File: config.mk
export PLATFORM = sky130hd
export DESIGN_NAME = stuffed_frame_transmit_framer
export DESIGN_NICKNAME = d
export VERILOG_FILES = /design/src/rtl/sfr_pkg.sv /design/src/rtl/sfr_front.sv /design/src/rtl/sfr_queue.sv /design/src/rtl/sfr_back.sv /design/src/rtl/stuffed_frame_transmit_framer.sv
export SDC_FILE = /design/constraint.sdc
export NUM_CORES = 1
export LEC_CHECK = 0
export ABC_AREA = 1
export ABC_CLOCK_PERIOD_IN_PS = 4100
export BUFFER_PORTS_ARGS = -buffer_cell sky130_fd_sc_hd__buf_2
export CAP_MARGIN = 20
export CORE_MARGIN = 4
export CORE_UTILIZATION = 40
export DETAILED_ROUTE_END_ITERATION = 10
export SLEW_MARGIN = 0
export SYNTH_ARGS = -nofsm -noshare
export SYNTH_HDL_FRONTEND = slang
export SYNTH_HIERARCHICAL = 1
export SYNTH_SLANG_ARGS = --single-unit
export TNS_END_PERCENT = 1
File: constraint.sdc
create_clock -name clk -period 4.1 [get_ports clk]
set_input_delay 1.025 -clock clk [delete_from_list [all_inputs] [get_ports clk]]
set_output_delay 1.025 -clock clk [all_outputs]
set_load 0.01 [all_outputs]
File: src/rtl/sfr_pkg.sv
// sfr_pkg: shared types and byte constants of the stuffed frame transmit framer
// used by sfr_front, sfr_queue, sfr_back and the top level
package sfr_pkg;

  localparam logic [7:0] FLAG_BYTE = 8'h7e;
  localparam logic [7:0] ESC_BYTE  = 8'h7d;
  localparam logic [7:0] FLAG_ESC  = 8'h5e;
  localparam logic [7:0] ESC_ESC   = 8'h5d;
  localparam logic [7:0] CTRL_SEQ0 = 8'h00;
  localparam logic [7:0] CTRL_SEQ1 = 8'h40;

  // one classified payload beat, as handed from front to back
  typedef struct packed {
    logic       hdr;    // first byte of a frame: header goes out first
    logic [7:0] addr;
    logic [7:0] ctrl;
    logic [7:0] data;
    logic       last;   // trailer (check byte and closing flag) follows
    logic [7:0] bcc2;
  } sfr_entry_t;

  function automatic logic needs_esc(input logic [7:0] b);
    return (b == FLAG_BYTE) || (b == ESC_BYTE);
  endfunction

  function automatic logic [7:0] esc_code(input logic [7:0] b);
    return (b == FLAG_BYTE) ? FLAG_ESC : ESC_ESC;
  endfunction

endpackage

File: src/rtl/sfr_front.sv
// sfr_front: accepts payload beats, tracks frame state and the running xor,
// builds one sfr_pkg::sfr_entry_t per beat; holds the address register
module sfr_front (
  input  logic              clk,
  input  logic              rst,
  input  logic              cfg_valid,
  output logic              cfg_ready,
  input  logic [7:0]        cfg_data,
  input  logic              s_tvalid,
  output logic              s_tready,
  input  logic [7:0]        s_tdata,   // data_byte
  input  logic              s_tuser,   // sequence_bit
  input  logic              s_tlast,   // last_byte
  input  logic              q_full,
  output logic              q_push,
  output sfr_pkg::sfr_entry_t q_entry
);

  logic       in_frame;
  logic [7:0] running_check;
  logic [7:0] address;
  logic [7:0] check_base;
  logic [7:0] check_new;

  assign cfg_ready = 1'b1;
  assign s_tready  = !q_full;
  assign q_push    = s_tvalid && !q_full;

  assign check_base = in_frame ? running_check : 8'h00;
  assign check_new  = check_base ^ s_tdata;

  always_comb begin
    q_entry.hdr  = !in_frame;
    q_entry.addr = address;
    q_entry.ctrl = s_tuser ? sfr_pkg::CTRL_SEQ1 : sfr_pkg::CTRL_SEQ0;
    q_entry.data = s_tdata;
    q_entry.last = s_tlast;
    q_entry.bcc2 = check_new;
  end

  always_ff @(posedge clk) begin
    if (rst) begin
      in_frame      <= 1'b0;
      running_check <= 8'h00;
      address       <= 8'h03;
    end else begin
      if (cfg_valid) begin
        address <= cfg_data;
      end
      if (q_push) begin
        in_frame      <= !s_tlast;
        running_check <= s_tlast ? 8'h00 : check_new;
      end
    end
  end

endmodule

File: src/rtl/sfr_queue.sv
// sfr_queue: short first-in first-out queue of classified beats between
// front and back; depends on sfr_pkg for the entry type
module sfr_queue #(
  parameter int DEPTH = 4
) (
  input  logic                clk,
  input  logic                rst,
  input  logic                push,
  input  sfr_pkg::sfr_entry_t push_entry,
  output logic                full,
  input  logic                pop,
  output logic                head_valid,
  output sfr_pkg::sfr_entry_t head_entry
);

  localparam int PTR_W = (DEPTH > 1) ? $clog2(DEPTH) : 1;
  localparam int CNT_W = $clog2(DEPTH + 1);

  sfr_pkg::sfr_entry_t slots [DEPTH];
  logic [PTR_W-1:0] wr_ptr;
  logic [PTR_W-1:0] rd_ptr;
  logic [CNT_W-1:0] count;
  logic             do_pop;

  assign full       = (count == CNT_W'(DEPTH));
  assign head_valid = (count != '0);
  assign head_entry = slots[rd_ptr];
  assign do_pop     = pop && head_valid;

  always_ff @(posedge clk) begin
    if (push) begin
      slots[wr_ptr] <= push_entry;
    end
  end

  always_ff @(posedge clk) begin
    if (rst) begin
      wr_ptr <= '0;
      rd_ptr <= '0;
      count  <= '0;
    end else begin
      if (push) begin
        wr_ptr <= (wr_ptr == PTR_W'(DEPTH - 1)) ? '0 : wr_ptr + 1'b1;
      end
      if (do_pop) begin
        rd_ptr <= (rd_ptr == PTR_W'(DEPTH - 1)) ? '0 : rd_ptr + 1'b1;
      end
      if (push && !do_pop) begin
        count <= count + 1'b1;
      end else if (!push && do_pop) begin
        count <= count - 1'b1;
      end
    end
  end

endmodule

File: src/rtl/sfr_back.sv
// sfr_back: steps through the bytes of the head entry (header, stuffed data,
// stuffed check byte, closing flag) into the output register; uses sfr_pkg
module sfr_back (
  input  logic                clk,
  input  logic                rst,
  input  logic                head_valid,
  input  sfr_pkg::sfr_entry_t head_entry,
  output logic                pop,
  output logic                m_tvalid,
  input  logic                m_tready,
  output logic [7:0]          m_tdata,   // out_byte
  output logic                m_tuser,   // frame_end
  output logic                m_tlast    // run_end
);

  localparam logic [3:0] ST_FLAG     = 4'd0;
  localparam logic [3:0] ST_ADDR     = 4'd1;
  localparam logic [3:0] ST_CTRL     = 4'd2;
  localparam logic [3:0] ST_BCC1     = 4'd3;
  localparam logic [3:0] ST_DATA     = 4'd4;
  localparam logic [3:0] ST_DATA_ESC = 4'd5;
  localparam logic [3:0] ST_BCC2     = 4'd6;
  localparam logic [3:0] ST_BCC2_ESC = 4'd7;
  localparam logic [3:0] ST_CLOSE    = 4'd8;

  logic       busy;
  logic [3:0] step;
  logic [3:0] cur;
  logic [3:0] step_next;
  logic       done;
  logic [7:0] byte_out;
  logic       emit;

  // a fresh entry starts at the header or straight at its data byte
  assign cur  = busy ? step : (head_entry.hdr ? ST_FLAG : ST_DATA);
  assign emit = head_valid && (!m_tvalid || m_tready);
  assign pop  = emit && done;

  always_comb begin
    step_next = cur;
    done      = 1'b0;
    byte_out  = sfr_pkg::FLAG_BYTE;
    unique case (cur)
      ST_FLAG: begin
        byte_out  = sfr_pkg::FLAG_BYTE;
        step_next = ST_ADDR;
      end
      ST_ADDR: begin
        byte_out  = head_entry.addr;
        step_next = ST_CTRL;
      end
      ST_CTRL: begin
        byte_out  = head_entry.ctrl;
        step_next = ST_BCC1;
      end
      ST_BCC1: begin
        byte_out  = head_entry.addr ^ head_entry.ctrl;
        step_next = ST_DATA;
      end
      ST_DATA: begin
        if (sfr_pkg::needs_esc(head_entry.data)) begin
          byte_out  = sfr_pkg::ESC_BYTE;
          step_next = ST_DATA_ESC;
        end else begin
          byte_out  = head_entry.data;
          step_next = ST_BCC2;
          done      = !head_entry.last;
        end
      end
      ST_DATA_ESC: begin
        byte_out  = sfr_pkg::esc_code(head_entry.data);
        step_next = ST_BCC2;
        done      = !head_entry.last;
      end
      ST_BCC2: begin
        if (sfr_pkg::needs_esc(head_entry.bcc2)) begin
          byte_out  = sfr_pkg::ESC_BYTE;
          step_next = ST_BCC2_ESC;
        end else begin
          byte_out  = head_entry.bcc2;
          step_next = ST_CLOSE;
        end
      end
      ST_BCC2_ESC: begin
        byte_out  = sfr_pkg::esc_code(head_entry.bcc2);
        step_next = ST_CLOSE;
      end
      ST_CLOSE: begin
        byte_out = sfr_pkg::FLAG_BYTE;
        done     = 1'b1;
      end
      default: begin
        byte_out = sfr_pkg::FLAG_BYTE;
        done     = 1'b1;
      end
    endcase
  end

  always_ff @(posedge clk) begin
    if (rst) begin
      busy     <= 1'b0;
      step     <= ST_FLAG;
      m_tvalid <= 1'b0;
    end else begin
      if (emit) begin
        busy     <= !done;
        step     <= step_next;
        m_tvalid <= 1'b1;
      end else if (m_tready) begin
        m_tvalid <= 1'b0;
      end
    end
  end

  always_ff @(posedge clk) begin
    if (emit) begin
      m_tdata <= byte_out;
      m_tuser <= (cur == ST_CLOSE);
      m_tlast <= done;
    end
  end

endmodule

File: src/rtl/stuffed_frame_transmit_framer.sv
// Transmit framer for byte-stuffed frames with xor block check codes. Each
// payload beat on the s_ side is classified at once by the front and queued;
// the back sends one line byte per cycle on the m_ side while m_tready and
// the queue allow. A plain payload byte becomes one line byte, an escaped one
// (0x7e or 0x7d) two; the first byte of a frame adds four header bytes and the
// last adds two or three trailer bytes, up to nine line bytes for a one-byte
// frame. The sustained rate is set by the single-byte output register, with
// the QUEUE_DEPTH-entry queue absorbing header and trailer bursts. The
// address register is written on cfg_ beats and should be changed only while
// the framer is idle. Depends on sfr_pkg, sfr_front, sfr_queue, sfr_back.
module stuffed_frame_transmit_framer #(
  parameter int QUEUE_DEPTH = 4   // 2 or more
) (
  input  logic       clk,
  input  logic       rst,
  input  logic       cfg_valid,
  output logic       cfg_ready,
  input  logic [7:0] cfg_data,    // address_byte
  input  logic       s_tvalid,
  output logic       s_tready,
  input  logic [7:0] s_tdata,     // data_byte
  input  logic       s_tuser,     // sequence_bit
  input  logic       s_tlast,     // last_byte
  output logic       m_tvalid,
  input  logic       m_tready,
  output logic [7:0] m_tdata,     // out_byte
  output logic       m_tuser,     // frame_end
  output logic       m_tlast      // run_end
);

  logic                q_full;
  logic                q_push;
  sfr_pkg::sfr_entry_t q_entry;
  logic                q_pop;
  logic                head_valid;
  sfr_pkg::sfr_entry_t head_entry;

  sfr_front u_front (
    .clk       (clk),
    .rst       (rst),
    .cfg_valid (cfg_valid),
    .cfg_ready (cfg_ready),
    .cfg_data  (cfg_data),
    .s_tvalid  (s_tvalid),
    .s_tready  (s_tready),
    .s_tdata   (s_tdata),
    .s_tuser   (s_tuser),
    .s_tlast   (s_tlast),
    .q_full    (q_full),
    .q_push    (q_push),
    .q_entry   (q_entry)
  );

  sfr_queue #(
    .DEPTH (QUEUE_DEPTH)
  ) u_queue (
    .clk        (clk),
    .rst        (rst),
    .push       (q_push),
    .push_entry (q_entry),
    .full       (q_full),
    .pop        (q_pop),
    .head_valid (head_valid),
    .head_entry (head_entry)
  );

  sfr_back u_back (
    .clk        (clk),
    .rst        (rst),
    .head_valid (head_valid),
    .head_entry (head_entry),
    .pop        (q_pop),
    .m_tvalid   (m_tvalid),
    .m_tready   (m_tready),
    .m_tdata    (m_tdata),
    .m_tuser    (m_tuser),
    .m_tlast    (m_tlast)
  );

endmodule

==> summary.md, run 1 <==
| Metric | Value |
|---|---|
| Setup WS post-layout | `0.841 ns` |
| Power per cell area | `657 nW/µm²` |
| Effective utilization at floorplan | `40.9%` |
| Most frequent cell on the critical path | `nand2_1` |
| Global-route wire length before repair | `26.2 mm` |
| Switching Power | `0.00212 W` |
| TritonCTS buffer count | `17` |
| Dpl cells | `1002` |
| Final Instance Count excl. Fillers | `1034` |
| Max Clock Skew | `0.0109 ns` |
| Worst setup path category | `flop to flop` |
| Die span in x | `150 µm` |
| Multi-input logic area | `2470 µm²` |
| Floorplan die area | `22500 µm²` |
| Core Region | `19700 µm²` |
| Register area | `5030 µm²` |
| Maximum number of pins on one net before global-route repair | `69` |
| Routed WL per cell | `15.7 µm` |
| Post-layout total power | `0.00582 W` |
| Maximum buffer depth of the clock tree | `2` |
| Clk slew on worst S/H paths | `0.07 ns` |
| Status | `finished clean` |
| Via count of the first global-routing pass | `4985` |
| Routed metal-1 wirelength | `7.71 mm` |
| Slew Limit Fails | `0` |
| Insertion delay of the later-clocked pin in the worst-skew pair | `0.43 ns` |
| Uppermost signal routing layer after detailed routing | `met4` |
| Fillcell total | `1855` |
| Wire length on met2 | `7.61 mm` |
| Req. time, crit path | `4.43 ns` |
| Minimum setup slack after placement | `0.921 ns` |
| Upper clock frequency limit | `0.307 GHz` |
| Final setup TNS | `0 ns` |
| Register share of total power | `41.2%` |
| Number of distinct library cells after synthesis | `37` |
| Count of warnings emitted by yosys | `6` |
| Main combinational cell family by area after synthesis | `simple AND/OR/NAND/NOR gates` |
| Area grow syn2layout | `10.1%` |
| RSZ-0062 raised after global routing | `false` |
| Fraction of power spent switching nets | `36.5%` |
| Htree depth | `4` |
| Setup crit end kind | `flop` |
| Number of setup violations in the final report | `0` |
| Clock share of power | `26.2%` |
| Critical path launch point type | `flop` |
| Total DRC errors in the routed layout | `0` |
| Number of failing hold endpoints at the final stage | `0` |
| Overflow left after global routing | `0` |
| Height of the chip | `150 µm` |
| Post-CTS setup buffer count | `0` |
| Clock sink count | `178` |
| Total Routed Length | `16.2 mm` |
| Post-synthesis xor/xnor area fraction | `0.871%` |
| Worst supply voltage drop on vdd | `0.344 mV` |
| Global-route usage over all layers | `15.2%` |
| Seq/Total Area, Yosys | `62.4%` |
| Data arrival time of the critical path | `3.59 ns` |
| Hold Buf Count CTS | `0` |
| Max cap viols | `0` |
| Commonest register cell after synthesis | `edfxtp_1` |
| Commonest non-fill, non-tap cell in the layout | `edfxtp_1` |
| Share of synthesized registers carrying an async set or reset | `0%` |
| Routed length on met3 | `739 µm` |
| I/O Pins | `36` |
| Syn Std Cell Area | `8050 µm²` |
| Vias per inst | `5.04` |
| Number of enable-type register cells in the synthesized netlist | `146` |
| Clock tree from TritonCTS | `yes` |
| Weighted congestion reported at the end of routability-driven placement | `0.848` |
| Cells traversed along the worst timing path | `buf_4 -> o21ai_0 -> o22ai_2 -> nand2_1 -> nor2_1 -> nand3_1 -> nand3_1 -> nand3_2 -> nand2_1 -> inv_1 -> nand2_1 -> ha_1 -> inv_1 -> fa_1 -> inv_1 -> nand2_1 -> nand3_1 -> nand2_1 -> inv_1 -> nor2_1` |
| Vias after detailed routing | `5214` |
| Multiplexer fraction of the synthesized cell area | `0%` |
| Static leakage | `3.31 nW` |
| Ant diodes | `0` |
| Post-Synth Adder-Cell Area | `1.18%` |
| Port buffer count | `34` |
| Final Critical Period | `3.26 ns` |
| Path type of the worst min-delay path | `flop to flop` |
| Number of flip-flops and latches in the synthesized netlist | `178` |
| Final net count | `786` |
| Half-perimeter wire length of the detailed placement result | `10.5 mm` |
| Pin slew with the least headroom to its limit | `0.852 ns` |
| Relative slew margins | `43.1%` |
| Top library cells by usage in the layout, fill and taps aside | `146 x edfxtp_1, 96 x nor2_1, 91 x nand2_1` |
| CP peak stage delay | `0.39 ns` |
| Post-cts repair resize count | `0` |
| Routed Antenna Nets | `0` |
| TritonRoute pass-1 iters | `7` |
| Share of the synthesized area in compound gates (AO/OA/AOI/OAI) | `12.3%` |
| Crit path max fanout | `45` |
| Share of power burned in combinational logic | `32.6%` |
| Drt initial violations | `425` |
| Initial antenna violation count | `0` |
| Clock root cell | `clkbuf_16` |
| Final worst-path cycle share | `79.5%` |
| Post-Synth Simple-Gate Area | `16.0%` |
| Critical path's slowest cell | `buf_4` |
| Placement row count | `51` |
| Internal power | `0.00370 W` |
| Share of final-layout standard cells stronger than drive strength 1 | `20.4%` |
| Syn Inst Count | `730` |
| Post-synthesis area per instance | `11.0 µm²` |
==> per-layer routing <==
metal	vias to the layer above	global-route usage, %
met5	-	0
met4	0	5.22
met3	16	2.94
met2	134	24.1
met1	2507	20.9
li1	2557	-
==> stage by stage <==
step                hold slack (ns)  cell area, µm²  util, %
global route                  0.524            8860     45.1
CTS                           0.499            8860     45.1
floorplan                     0.455            8070        -
detailed placement            0.485            8310     42.3
global placement              0.476            8310     42.3
finish                        0.497            8860     45.1
==> logic make-up after synthesis <==
| family | after synthesis |
|---|---|
| compound gates | 154 |
| xor+xnor | 8 |
| fa+ha+maj | 7 |
| buf+inv | 103 |
| flops | 178 |
| other cells | 2 |
| simple gates | 278 |
==> critical path, delay by kind of cell, from the launching register on <==
family | cells | cell delay, ns
AOI/OAI and AO/OA | 2 | 0.38
and+or+nand+nor | 11 | 1.18
DFF | 1 | 0.36
adders and majority gates | 2 | 0.56
buffers and inverters | 5 | 0.65
==> final timing paths <==
check	startpoint	endpoint	slack, ns	depth (start not counted)
worst max-delay path	flop	u_queue/count[2]	0.84	20
worst min-delay path	u_back/m_tvalid	u_back/m_tvalid	0.50	2
worst max register to register	flop	u_queue/count[2]	0.84	20
worst min register to register	u_back/m_tvalid	u_back/m_tvalid	0.50	2
==> layout make-up <==
type,instances,share of cell area [%]
Sequential cell,178,56.7
Multi-Input combinational cell,455,27.9
Clock buffer,21,5.21
Tap cell,265,3.74
Timing Repair Buffer,46,2.94
Inverter,58,2.51
Clock inverter,11,1.04
==> cell usage after synthesis, drive strengths merged, types with 4 or more instances <==
cell type | instances | area (µm²)
o211ai | 4 | 30.0
buf | 43 | 344
nand3 | 42 | 255
dfxtp | 32 | 641
nor2 | 122 | 542
edfxtp | 146 | 4380
xor2 | 5 | 43.8
nand2 | 106 | 440
inv | 58 | 223
ha | 6 | 75.1
o21ai | 86 | 430
o22ai | 34 | 338
a21oi | 26 | 160
==> registers in the layout (all words and copies together), names as in the netlist, named ones only <==
register and count:
u_back/busy 1, u_back/m_tdata 8, u_back/m_tlast 1, u_back/m_tuser 1, u_back/m_tvalid 1, u_back/step 4
u_front/address 8, u_front/in_frame 1, u_front/running_check 8, u_queue/count 3, u_queue/rd_ptr 2, u_queue/slots 136
u_queue/wr_ptr 2
==> power groups by stage <==
stage | combinational [W] | clock [W] | sequential (W)
finish | 0.00190 | 0.00152 | 0.00240
global route | 0.00214 | 0.00163 | 0.00243
CTS | 0.00191 | 0.00156 | 0.00240
detailed placement | 0.00190 | 0 | 0.00244
global placement | 0.00188 | 0 | 0.00244
floorplan | 0.00142 | 0 | 0.00243
Power figures use the tool's default switching activity.
==> inputs of run 2 (changes only) <==
ABC_AREA = 0   (was 1)
ABC_CLOCK_PERIOD_IN_PS = 3250   (was 4100)
clock period = 3.25 ns   (was 4.1 ns; I/O delays follow)
==> run 2 against run 1 <==
  * Synthesized area is 6.8% lower
  * Sequential power is 25% higher
  * Cell count is 29% lower
  * Wire length is 8.4% lower
  * Worst hold slack worse by 0.031 ns
  * Total power is 13% higher
  * Utilization is 2.0 points higher
  * Largest cell class unchanged
  * Largest power group unchanged
==> summary.md, run 2 <==
| Metric | Value |
|---|---|
| Post-layout util | `47.1%` |
| Seq/Total Area, Yosys | `67.0%` |
| Effective utilization at floorplan | `41.2%` |
| Path type of the worst min-delay path | `flop to flop` |
| Internal power | `0.00474 W` |
| Floorplan die area | `21000 µm²` |
| Number of flip-flops and latches in the synthesized netlist | `178` |
| Total DRC errors in the routed layout | `0` |
| Data arrival time of the critical path | `3.51 ns` |
| Final Critical Period | `3.17 ns` |
| Routed Antenna Nets | `0` |
| Pin slew with the least headroom to its limit | `0.861 ns` |
| TritonRoute pass-1 iters | `5` |
| Post-layout total power | `0.00660 W` |
| Clock share of power | `31.9%` |
| Syn Std Cell Area | `7500 µm²` |
| Most flop-heavy register | `u_queue/slots` |
| Clock root cell | `clkbuf_16` |
| Cell types occupying the most area after synthesis | `edfxtp_1 58%, mux4_2 9.0%, dfxtp_1 8.5%` |
| Commonest register cell after synthesis | `edfxtp_1` |
| Worst supply voltage drop on vdd | `0.392 mV` |
| Height of the chip | `145 µm` |
| Static leakage | `2.88 nW` |
| Final worst-path cycle share | `97.4%` |
| Power per cell area | `770 nW/µm²` |
| Htree depth | `4` |
| Share of power burned in combinational logic | `22.6%` |
| Switching Power | `0.00186 W` |
| Die span in x | `145 µm` |
| Total Routed Length | `14.9 mm` |
| Routed WL per cell | `20.2 µm` |
| Vias per inst | `5.56` |
| Fillcell total | `1545` |
| Status | `finished clean` |
| Number of failing hold endpoints at the final stage | `0` |
| TritonCTS buffer count | `17` |
| Yosys top cell area share | `58.4%` |
| Share of synthesized registers carrying an async set or reset | `0%` |
| Initial antenna violation count | `1` |
| Maximum buffer depth of the clock tree | `2` |
| Most common cell in the netlist | `edfxtp_1` |
| Max Clock Skew | `0.0147 ns` |
| Vias after detailed routing | `4103` |
| RSZ-0062 raised after global routing | `false` |
| Upper clock frequency limit | `0.316 GHz` |
| Global-route wire length before repair | `23.5 mm` |
| Multi-input logic area | `2170 µm²` |
| Slew Limit Fails | `0` |
| Crit path max fanout | `7` |
| Setup WS post-layout | `0.0847 ns` |
| Req. time, crit path | `3.60 ns` |
| Maximum number of pins on one net before global-route repair | `35` |
| Clk slew on worst S/H paths | `0.06 ns` |
| Port buffer count | `34` |
| Register area | `5030 µm²` |
| Register share of total power | `45.5%` |
| Top library cells by usage in the layout, fill and taps aside | `146 x edfxtp_1, 34 x buf_2, 31 x nand2_1, 31 x dfxtp_1, 30 x mux4_2` |
| Half-perimeter wire length of the detailed placement result | `9.87 mm` |
| Drt initial violations | `534` |
| Global-route usage over all layers | `14.5%` |
| Syn Inst Count | `453` |
| Number of setup violations in the final report | `0` |
| Max cap viols | `0` |
| Clock sink count | `178` |
| Overflow left after global routing | `0` |
| Minimum setup slack after placement | `-0.00459 ns` |
| Ant diodes | `0` |
| Post-synthesis area per instance | `16.6 µm²` |
| Area grow syn2layout | `14.3%` |
| Number of flip-flops in the largest register | `136` |
| Critical path launch point type | `flop` |
| Weighted congestion reported at the end of routability-driven placement | `0.902` |
| Via count of the first global-routing pass | `4122` |
| Number of distinct library cells after synthesis | `64` |
| I/O Pins | `36` |
| Share of final-layout standard cells stronger than drive strength 1 | `26.1%` |
| Setup crit end kind | `flop` |
| Fraction of power spent switching nets | `28.2%` |
| Final net count | `526` |
| Commonest non-fill, non-tap cell in the layout | `edfxtp_1` |
| Count of warnings emitted by yosys | `6` |
| Core Region | `18200 µm²` |
| Synth area leader | `edfxtp_1` |
| Hold Buf Count CTS | `0` |
| Placement row count | `49` |
| Relative slew margins | `42.6%` |
| Post-synth top cells | `146 x edfxtp_1, 32 x dfxtp_1, 31 x nand2_1` |
| Insertion delay of the later-clocked pin in the worst-skew pair | `0.43 ns` |
| Clock tree from TritonCTS | `yes` |
| Worst setup path category | `flop to flop` |
| Number of enable-type register cells in the synthesized netlist | `146` |
## run 2: critical path, stage by stage (launching register included)
cell and delay, ns:
dfxtp_4 0.37, buf_12 0.13, mux4_2 0.56, xnor2_2 0.16
nor3_2 0.12, buf_4 0.16, or3_1 0.14, a21oi_2 0.08
o31ai_4 0.07, ha_2 0.22, inv_1 0.06, fa_1 0.38
xor2_1 0.18, or3_1 0.31, a21oi_1 0.15
## run 2: worst paths after layout
kind	start	endpoint	slack [ns]	cells past startpoint
hold reg to reg	u_front/running_check[3]	u_front/running_check[3]	0.47	1
setup / recovery	flop	u_queue/count[2]	0.08	14
setup reg to reg	flop	u_queue/count[2]	0.08	14
hold / removal	u_front/running_check[3]	u_front/running_check[3]	0.47	1
## run 2: repair_timing
action | CTS | global route
pin swaps | 1 | 1
buffers inserted | 0 | 3
gates resized for setup | 2 | 3
setup endpoints to repair | 1 | 1
## run 2: kinds of logic after synthesis
logic type | share of synthesized area [%]
flip-flops | 67.0
AND/OR/NAND/NOR | 7.16
AO/OA/AOI/OAI | 6.19
buffers and inverters | 4.69
multiplexers | 11.9
XOR/XNOR | 1.75
adder cells (fa/ha/maj) | 1.27
other | 0.100
## run 2: cell type report
cell class	count	share of cell area, %
sequential	178	58.7
tap	229	3.34
clock buffer	21	5.49
clock inverter	11	1.77
inverter	11	0.482
multi-input combinational	232	25.3
timing repair buffer	56	4.93
## run 2: routing by layer
metal  GRT usage (%)  share of wire (%)
met5               0                  0
met4            5.51                1.7
met3            3.18                5.1
met2            22.1                 47
met1            20.7                 46
## run 2: power by group through the flow
stage	Sequential (W)	Clock [W]	Combinational, W
finish	0.00300	0.00210	0.00149
global route	0.00303	0.00225	0.00162
CTS	0.00300	0.00215	0.00148
detailed placement	0.00305	0	0.00146
global placement	0.00303	0	0.00144
floorplan	0.00305	0	0.000994
## run 2: metrics by stage
step                instances  TNS [ns]  hold slack [ns]  instance area (µm²)
floorplan                 459         0            0.442                 7520
global placement          703         0            0.448                 7900
finish                    738         0            0.467                 8570
detailed placement        703  -0.00459            0.455                 7900
CTS                       735         0            0.470                 8530
global route              738         0            0.491                 8570
==> inputs of run 3 (changes only) <==
RECOVER_POWER = 100   (was unset)
==> run 3 against run 2 <==
  * Critical path type unchanged
  * The run now ends with max-capacitance violations, max-slew violations left
  * Clock skew decreased by 0.0041 ns
  * Worst hold slack improved by 0.00082 ns
  * Final area decreased by 1.4%
  * Register-to-register slack about the same
  * Largest power group unchanged
  * Combinational power decreased by 5%
  * Flip-flop and latch count unchanged
  * Utilization decreased by 0.66 points
  * Global-route usage unchanged
  * Total power decreased by 0.97%
  * Via count decreased by 0.68%
  * Setup slack improved by 0.0017 ns
  * Highest routed layer unchanged
==> summary.md, run 3 (synthesized netlist as in run 2, its figures left out) <==
| Metric | Value |
|---|---|
| Req. time, crit path | `3.60 ns` |
| Die span in x | `145 µm` |
| Drt initial violations | `486` |
| Post-layout util | `46.4%` |
| Data arrival time of the critical path | `3.51 ns` |
| Pin slew with the least headroom to its limit | `1.55 ns` |
| Commonest non-fill, non-tap cell in the layout | `edfxtp_1` |
| TritonRoute pass-1 iters | `5` |
| Ant diodes | `0` |
| Global-route wire length before repair | `23.5 mm` |
| Register-to-Register Path Depth | `14` |
| Dpl cells | `703` |
| I/O Pins | `36` |
| Height of the chip | `145 µm` |
| Number of setup violations in the final report | `0` |
| Insertion delay of the later-clocked pin in the worst-skew pair | `0.42 ns` |
| Htree depth | `4` |
| Routed Antenna Nets | `0` |
| Top library cells by usage in the layout, fill and taps aside | `146 x edfxtp_1, 31 x nand2_1, 31 x dfxtp_1` |
| Clock root cell | `clkbuf_16` |
| Violated checks | `max-capacitance violations, max-slew violations` |
| RSZ-0062 raised after global routing | `false` |
| Global-route usage over all layers | `14.5%` |
| Relative slew margins | `-3.70%` |
| Overflow left after global routing | `0` |
| Total Routed Length | `14.8 mm` |
| Final Critical Period | `3.16 ns` |
| Final worst-path cycle share | `97.3%` |
| Placement row count | `49` |
| Worst setup path category | `flop to flop` |
| Max cap viols | `1` |
| Port buffer count | `34` |
| Hold_sp | `u_front/running_check[3]` |
| Upper clock frequency limit | `0.316 GHz` |
| Status | `finished, violations left` |
| Initial antenna violation count | `1` |
| Critical path's slowest cell | `mux4_2` |
| Max Clock Skew | `0.0106 ns` |
| Effective utilization at floorplan | `41.2%` |
| Fillcell total | `1571` |
| Min-Delay Endpoint | `u_front/running_check[3]` |
| Floorplan die area | `21000 µm²` |
| Core Region | `18200 µm²` |
| Number of flip-flops in the largest register | `136` |
| Crit path max fanout | `7` |
| Worst reg2reg endpoint | `u_queue/count[2]` |
| Routed WL per cell | `20.1 µm` |
| Setup crit end kind | `flop` |
| Share of final-layout standard cells stronger than drive strength 1 | `20.4%` |
| TritonCTS buffer count | `17` |
| Via count of the first global-routing pass | `4122` |
| Most frequent cell on the critical path | `or3_1` |
| Vias per inst | `5.52` |
| Clock tree from TritonCTS | `yes` |
| Path type of the worst min-delay path | `flop to flop` |
| Area grow syn2layout | `12.7%` |
| Vias after detailed routing | `4075` |
| Multi-input logic area | `2150 µm²` |
| Post-layout total power | `0.00654 W` |
| Clock sink count | `178` |
| Final Instance Count excl. Fillers | `738` |
| Number of failing hold endpoints at the final stage | `0` |
| Cells traversed along the worst timing path | `buf_12 -> mux4_2 -> xnor2_2 -> nor3_2 -> buf_4 -> or3_1 -> a21oi_2 -> o31ai_4 -> ha_2 -> inv_1 -> fa_1 -> xor2_1 -> or3_1 -> a21oi_1` |
| Clk slew on worst S/H paths | `0.06 ns` |
| Slew Limit Fails | `13` |
| Worst supply voltage drop on vdd | `0.392 mV` |
| Most flop-heavy register | `u_queue/slots` |
| Maximum number of pins on one net before global-route repair | `35` |
| Register area | `5030 µm²` |
| Static leakage | `2.78 nW` |
| Worst hold path cell count | `1` |
| Power per cell area | `773 nW/µm²` |
| Half-perimeter wire length of the detailed placement result | `9.87 mm` |
| Final net count | `526` |
| Maximum buffer depth of the clock tree | `2` |
| Weighted congestion reported at the end of routability-driven placement | `0.902` |
| Critical path launch point type | `flop` |
| Reg-to-reg slack, setup | `0.09 ns` |
| CP peak stage delay | `0.56 ns` |
| Total DRC errors in the routed layout | `0` |
run 3: cell types whose count changed in the layout (fill, tap and decap cells not counted), moves of 4 or more:
| cell | change |
|---|---|
| clkbuf_1 | +26 |
| buf_2 | -22 |
| clkbuf_2 | +4 |
| buf_12 | -4 |
| and2_1 | -4 |
| and2_0 | +4 |
| buf_4 | -4 |
run 3: per-stage QoR:
| stage | setup slack, ns | setup TNS (ns) | area, µm² | hold WS, ns |
|---|---|---|---|---|
| 3_3_place_gp | 0.117 | 0 | 7900 | 0.448 |
| 2_1_floorplan | 0.0625 | 0 | 7520 | 0.442 |
| 4_1_cts | 0.00882 | 0 | 8530 | 0.470 |
| 3_5_place_dp | -0.00459 | -0.00459 | 7900 | 0.455 |
| 5_1_grt | 0.00278 | 0 | 8450 | 0.491 |
| 6_report | 0.0865 | 0 | 8450 | 0.468 |
run 3: how the worst max path moves through the flow:
stage | startpoint | to | slack [ns] | depth (start not counted)
floorplan | flop | u_queue/count[2] | 0.06 | 14
global placement | flop | u_queue/count[2] | 0.12 | 14
detailed placement | flop | u_queue/count[2] | -0.005 | 14
CTS | flop | u_queue/count[2] | 0.009 | 14
global route | flop | u_queue/count[2] | 0.003 | 14
finish | flop | u_queue/count[2] | 0.09 | 14
run 3: report_power, final:
group,leakage [nW],total (W),switching [W],internal (W)
Combinational,0.873,0.00142,0.000889,0.000535
Sequential,1.61,0.00301,0.000135,0.00287
Clock,0.304,0.00211,0.000828,0.00128
run 3: layer usage:
| layer | vias to the layer above | track usage (%) | part of all wire (%) |
|---|---|---|---|
| met5 | - | 0 | 0 |
| met4 | 0 | 5.51 | 2.0 |
| met3 | 20 | 3.18 | 5.6 |
| met2 | 144 | 22.1 | 47 |
| met1 | 2061 | 20.7 | 46 |
| li1 | 1850 | - | - |
run 3: final cells by class:
class / instances / share of cell area (%)
Multi-Input combinational cell: 232 / 25.5
Sequential cell: 178 / 59.5
Clock buffer: 21 / 5.57
Inverter: 11 / 0.489
Timing Repair Buffer: 56 / 3.79
Clock inverter: 11 / 1.79
Tap cell: 229 / 3.39
run 3: critical path: cells and delay by family (launching register included):
family	cells	cell delay [ns]
DFF	1	0.37
AOI/OAI and AO/OA	3	0.30
adders and majority gates	2	0.60
buffers and inverters	3	0.35
xor gates and xnor gates	2	0.35
and+or+nand+nor	3	0.57
muxes	1	0.56
run 3: timing repair:
action | CTS | global route
endpoints found under the hold margin | 0 | 0
setup endpoints to repair | 1 | 1
buffers inserted | 0 | 3
hold buffers | 0 | 0
gates resized for setup | 2 | 3
pin swaps | 1 | 1
